`src/hw/rtl/psrmv_pkg.sv`:
```
// Shared types, sizes and codes of the per-slot running mean/variance core.
// No dependencies.
`timescale 1ns / 1ps
package psrmv_pkg;
  localparam int MaxClusters = 64;
  localparam int MaxMetrics  = 16;
  localparam int FracBits    = 16;
  localparam int Slots       = MaxClusters * MaxMetrics;
  localparam int SlotW       = $clog2(Slots);
  localparam int CfgW        = 7;

  localparam logic [1:0] OP_UPDATE = 2'd0;
  localparam logic [1:0] OP_READ   = 2'd1;
  localparam logic [1:0] OP_CLEAR  = 2'd2;
  // unused code, behaves as a read
  localparam logic [1:0] OP_SPARE  = 2'd3;

  localparam logic [1:0] ST_OK    = 2'd0;
  localparam logic [1:0] ST_RANGE = 2'd1;
  localparam logic [1:0] ST_EMPTY = 2'd2;
  localparam logic [1:0] ST_SAT   = 2'd3;

  localparam logic       CFG_CLUSTERS = 1'b0;
  localparam logic       CFG_METRICS  = 1'b1;

  // one slot's accumulator word
  typedef struct packed {
    logic [31:0] cnt;
    logic [63:0] sum;
    logic [47:0] mean;
    logic [63:0] m2;
  } slot_t;

  // divider request and answer
  typedef struct packed {
    logic        start;
    logic [63:0] num;
    logic [31:0] den;
  } div_req_t;

  typedef struct packed {
    logic        done;
    logic [63:0] quo;
  } div_rsp_t;
endpackage

```
`src/hw/rtl/psrmv_div.sv`:
```
// Shared restoring divider: 64-bit unsigned dividend by 32-bit divisor,
// one quotient bit per cycle. Depends on psrmv_pkg.
`timescale 1ns / 1ps
module psrmv_div (
  input  logic                clk,
  input  logic                rst_n,
  input  psrmv_pkg::div_req_t req,
  output psrmv_pkg::div_rsp_t rsp
);
  logic [63:0] quo_r, quo_nxt;
  logic [32:0] rem_r, rem_nxt;
  logic [31:0] den_r, den_nxt;
  logic [6:0]  cnt_r, cnt_nxt;
  logic        busy_r, busy_nxt;
  logic        done_r, done_nxt;
  logic [32:0] trial;

  // shift one bit in, subtract when it fits
  always_comb begin
    quo_nxt  = quo_r;
    rem_nxt  = rem_r;
    den_nxt  = den_r;
    cnt_nxt  = cnt_r;
    busy_nxt = busy_r;
    done_nxt = 1'b0;
    trial    = {rem_r[31:0], quo_r[63]};
    if (req.start) begin
      quo_nxt  = req.num;
      rem_nxt  = '0;
      den_nxt  = req.den;
      cnt_nxt  = 7'd0;
      busy_nxt = 1'b1;
    end else if (busy_r) begin
      if (trial >= {1'b0, den_r}) begin
        rem_nxt = trial - {1'b0, den_r};
        quo_nxt = {quo_r[62:0], 1'b1};
      end else begin
        rem_nxt = trial;
        quo_nxt = {quo_r[62:0], 1'b0};
      end
      cnt_nxt = cnt_r + 7'd1;
      if (cnt_r == 7'd63) begin
        busy_nxt = 1'b0;
        done_nxt = 1'b1;
      end
    end
  end

  always_ff @(posedge clk) begin
    if (!rst_n) begin
      busy_r <= 1'b0;
      done_r <= 1'b0;
      cnt_r  <= '0;
    end else begin
      busy_r <= busy_nxt;
      done_r <= done_nxt;
      cnt_r  <= cnt_nxt;
    end
    quo_r <= quo_nxt;
    rem_r <= rem_nxt;
    den_r <= den_nxt;
  end

  assign rsp.done = done_r;
  assign rsp.quo  = quo_r;

  // a finished division always follows a busy period
  assert property (@(posedge clk) disable iff (!rst_n) done_r |-> $past(busy_r))
    else $error("divider done without busy");
  assert property (@(posedge clk) disable iff (!rst_n) busy_r |-> cnt_r <= 7'd63)
    else $error("divider count overrun");
  assert property (@(posedge clk) disable iff (!rst_n)
    (busy_r && cnt_r == 7'd63 && !req.start) |=> done_r)
    else $error("divider did not finish");
endmodule

```
`config.mk`:
```
export PLATFORM = sky130hd
export DESIGN_NAME = psrmv_div
export DESIGN_NICKNAME = d
export VERILOG_FILES = /design/src/hw/rtl/psrmv_pkg.sv /design/src/hw/rtl/psrmv_div.sv
export SDC_FILE = /design/constraint.sdc
export NUM_CORES = 1
export LEC_CHECK = 0
export BUFFER_PORTS_ARGS = -buffer_cell sky130_fd_sc_hd__buf_4
export CAP_MARGIN = 15
export CELL_PAD_IN_SITES_DETAIL_PLACEMENT = 1
export CELL_PAD_IN_SITES_GLOBAL_PLACEMENT = 2
export CORE_UTILIZATION = 32
export CTS_CLUSTER_DIAMETER = 80
export DETAILED_ROUTE_END_ITERATION = 12
export GPL_ROUTABILITY_DRIVEN = 0
export PLACE_DENSITY = 0.75
export SLEW_MARGIN = 15
export SYNTH_ARGS = -nofsm -noshare
export SYNTH_HDL_FRONTEND = slang
export SYNTH_SLANG_ARGS = --single-unit
```
`constraint.sdc`:
```
create_clock -name clk -period 2.8 [get_ports clk]
set_input_delay 0.14 -clock clk [delete_from_list [all_inputs] [get_ports clk]]
set_output_delay 0.14 -clock clk [all_outputs]
set_load 0.01 [all_outputs]
```
======== Word level (Yosys, flattened, before mapping) ========
Index checks and enable logic that the tools add are counted.
W data, S select, Z words.
cells by class
  add/subtract/negate cells ............... 2
  $mul .................................... 0
  divide/modulo/power cells ............... 0
  $lt $le $gt $ge ......................... 1
  equality and inequality tests ........... 1
  shift operators ......................... 0
  multiplexer cells ....................... 8
  bitwise gates (word level) .............. 2
  reduce and logical (&&, ||, !) cells .... 3
operator list
  cell                   count
  $mux W64               2
  $ge A33 B32 Y1         1
  $mux W32               1
  $sub A32 B32 Y32       1
  $add A7 B1 Y7 const B  1
  $eq A7 B6 Y1 const B   1
  $mux W1                5
  $reduce_or A3 Y1       1
  $not A1 Y1             2
  $reduce_bool A2 Y1     1
  $reduce_or A2 Y1       1
storage, ports and cells
  flip-flop bits (word level) ............. 137
  bits in latches ......................... 0
  memory bits (writable) .................. 0
  memory bits (read-only) ................. 0
  input port bits ......................... 99
  output and inout bits ................... 65
  word-level logic and storage cells ...... 23
  memories kept ........................... 0

======== Longest topological paths before layout ========
  depth after elaboration ................. 4
  depth in mapped cells ................... 13
  mapped depth without buffers ............ 11

======== Worst setup path after synthesis ========
OpenSTA, ideal clock, no wires.
  path type ............................... register to register
  from .................................... reg den_r[6]
  to ...................................... reg quo_r[0] (data pin)
  setup time .............................. 0.260 ns
  arrival time ............................ 2.362 ns
  required time ........................... 2.540 ns
  slack ................................... 0.178 ns
  stages on the path, launching flop included .. 11
  buffers on the path ..................... 1
  clock period less this slack ............ 2.622 ns
  cell sequence ........................... edfxtp_1 > inv_1 > ha_1 > a21oi_2 > o221ai_2 > and2_1 > a311o_4 > o211ai_4 > a21oi_4 > buf_2 > mux2_2
between the ends
  cells in the longest elaborated chain, start to end .. 4
RTL lines
  element                 RTL line         RTL
  start, declared         psrmv_div.sv:12  logic [31:0] den_r, den_nxt;
  start signal, assigned  psrmv_div.sv:61  den_r <= den_nxt;
  $ge A33 B32 Y1          psrmv_div.sv:34  if (trial >= {1'b0, den_r}) begin
  $mux W1                 psrmv_div.sv:34
  $mux W64                psrmv_div.sv:33  end else if (busy_r) begin
  $mux W64                psrmv_div.sv:27  if (req.start) begin
  named net quo_nxt[0]    psrmv_div.sv:10  logic [63:0] quo_r, quo_nxt;
  end signal, assigned    psrmv_div.sv:59  quo_r <= quo_nxt;
  end, declared           psrmv_div.sv:10
The timed path passes the listed nets, and every way through them passes these cells. The select of a mux whose other input is x is not followed.
A chain may end at the register's enable or synchronous reset.

======== Worst setup path in the final report ========
  from .................................... reg den_r[22]
  to ...................................... reg quo_r[0] (data pin)
The elaborated chain is that of the path after synthesis.

==> qor.yml <==
ys_types: 68
synth-edff-count: 96
nNetsFinal: 1081
post_drt_wl_per_cell_um: 18.4
ir_drop_mv: 0.349
grt.total_usage: 0.201
crit_arrival_ns: 2.96
ys_warn_count: 0
skew_ns: 0.0120
r2r_start: "den_r[22]$_DFFE_PP_"
reg2regPathDepth: 11
first_pass_iters: 4
place_inst: 1157
syn2layout_area_growth_pct: 45.4
period_needed_ns: 2.78
maxSlewViolCount: 0
grt_max_degree: 64
reg2reg_to: "quo_r[0]$_DFFE_PP_"
cap_violations: 0
antenna_found_initial: 0
postSynthCellCount: 669
finalSetupViolations: 0
h-tree-depth: 4
reg2reg_slack_ns: 0.02
grt_pass1_vias: 6966
num_rows: 55
hold_depth: 2
avgSynthCellArea_um2: 11.2
wirelength_um: 23500
critPathMaxFanout: 7
num_antenna_cells: 0
ys_seq_elements: 137
synthesis.area_mm2: 0.00748
core-area_mm2: 0.0228
dp_hpwl_um: 16400
layout_commonest_cell: "buf_4"
end_kind: "register"
clkLatencyLatePin_ns: 0.43
status: "finished, final reports clean"
fin_ws_ns: 0.0243
cts.clk_slew.worst_paths_ns: 0.07
syn_nets: 802
relSlewSlack: 0.610
num_vias: 6299
overflow: 0
hold_path_class: "input pin to register"
hold_viol_final: 0
fin_cells: 1274
p_leak_nw: 4.55
start_kind: "register"
worstSetupPathType: "register to register"
power_density_mw_per_mm2: 570
seq_area_frac_synth: 0.495
final_cell_mix: "buf_4 (208), edfxtp_1 (96), dlygate4sd3_1 (77), mux2_2 (64), nand2_1 (59)"
viasPerCell: 4.94
synthArstFlopShare: 0
drive_above_1_share: 0.368
cts_buffers: 17
max_freq_mhz: 360
port_buffers: 163
ioPinCount: 164
clockBufferDepth: 2
worst_slew_pin_slew_ns: 0.585
ant_nets: 0
drcViolationCount: 0
fin_crit_sh: 0.991
die_y_um: 155
die_w_um: 155
die-area_mm2: 0.0240
cts_root_buf: "clkbuf_16"
cts_tree: "yes"
rsz0062_at_grt: "true"
dp_slack_ns: 0.0536
grt_pass1_wl_um: 37300
min_to: "quo_r[1]$_DFFE_PP_"
initial_core_util: 0.329
crit_required_ns: 2.99
min_from: "req[33]"
drtIter0Drc: 252
cts_sinks: 137
synth_ff_type: "edfxtp_1"
## synthesized netlist by cell type, drive strengths merged, types with 11 or more instances
library cell  instances  area share
o21ai                33       0.023
edfxtp               96        0.39
xor2                 11       0.013
nor2                 40       0.020
clkbuf               16      0.0080
a21oi                36       0.027
ha                   33       0.055
nand2                62       0.032
nand3                22       0.015
buf                  14       0.012
mux2                 64       0.096
o211ai               13       0.019
dfxtp                41        0.11
xnor2                18       0.021
inv                  41       0.021
nand4                11       0.010
mux2i                18       0.024
## flip-flops by register name (all words and copies together) (netlist names)
register  count
quo_r        64
cnt_r         7
rem_r        32
done_r        1
busy_r        1
den_r        32
## stage by stage
stage	total power [mW]	area, um2	hold slack [ns]	setup TNS (ns)	utilization
after global placement	3.69	9300	0.318	0	0.408
after detailed placement	3.72	9300	0.319	0	0.408
after global routing	6.47	10900	0.00239	-0.292	0.478
final	6.20	10900	0.0170	0	0.478
after floorplan	3.17	7480	0.239	0	-
after CTS	6.21	10700	0.0000359	0	0.469
## how the worst max path moves through the flow
| stage | start | cells past startpoint | slack [ns] | endpoint |
|---|---|---|---|---|
| final | den_r[22]$_DFFE_PP_ | 11 | 0.02 | quo_r[0]$_DFFE_PP_ |
| after global routing | den_r[24]$_DFFE_PP_ | 11 | -0.05 | quo_r[0]$_DFFE_PP_ |
| after CTS | den_r[4]$_DFFE_PP_ | 11 | 0.04 | rem_r[15]$_SDFFE_PP0P_ |
| after detailed placement | den_r[6]$_DFFE_PP_ | 10 | 0.05 | quo_r[0]$_DFFE_PP_ |
| after global placement | den_r[28]$_DFFE_PP_ | 10 | 0.08 | quo_r[0]$_DFFE_PP_ |
| after floorplan | den_r[6]$_DFFE_PP_ | 10 | 0.18 | quo_r[0]$_DFFE_PP_ |
## layer usage
layer | track usage | part of all wire
met1 | 0.237 | 0.43
met2 | 0.352 | 0.50
met3 | 0.0593 | 0.059
met4 | 0.0585 | 0.013
met5 | 0 | 0
## cell families after synthesis
group	share of synthesized area
simple gates	0.112
buf+inv	0.0406
xor+xnor	0.0339
flops	0.495
compound gates	0.140
mux	0.120
fa+ha+maj	0.0578
## cell type report
type                    count  area [um2]
well taps                 313         392
flip-flops and latches    137        3700
multi-input cells         461        3590
repair buffers            290        2440
clock inverters            15         175
fillers                  2435       11900
inverters                  41         154
clock buffers              17         425
## what timing repair did
item                       CTS  global route
gates resized for setup      0            24
setup endpoints to repair    0            27
hold buffers                77             0
buffers inserted             0             6
hold endpoints to repair    77             0
## power breakdown
part,leakage [nW],internal [mW],switching [mW]
clock network,0.298,1.35,1.03
registers,1.29,2.37,0.104
logic,2.96,0.695,0.660
total,4.55,4.41,1.79
## worst max-delay path: stages, from the launching register on
cell and delay [ns]:
edfxtp_1 0.33, inv_1 0.04, ha_1 0.36, and3_4 0.22
and3_1 0.19, nand4_1 0.14, o211ai_2 0.13, a2111oi_4 0.43
a21oi_4 0.14, buf_4 0.16, buf_12 0.13, mux2_2 0.25
(Power assumes the default switching activity.)
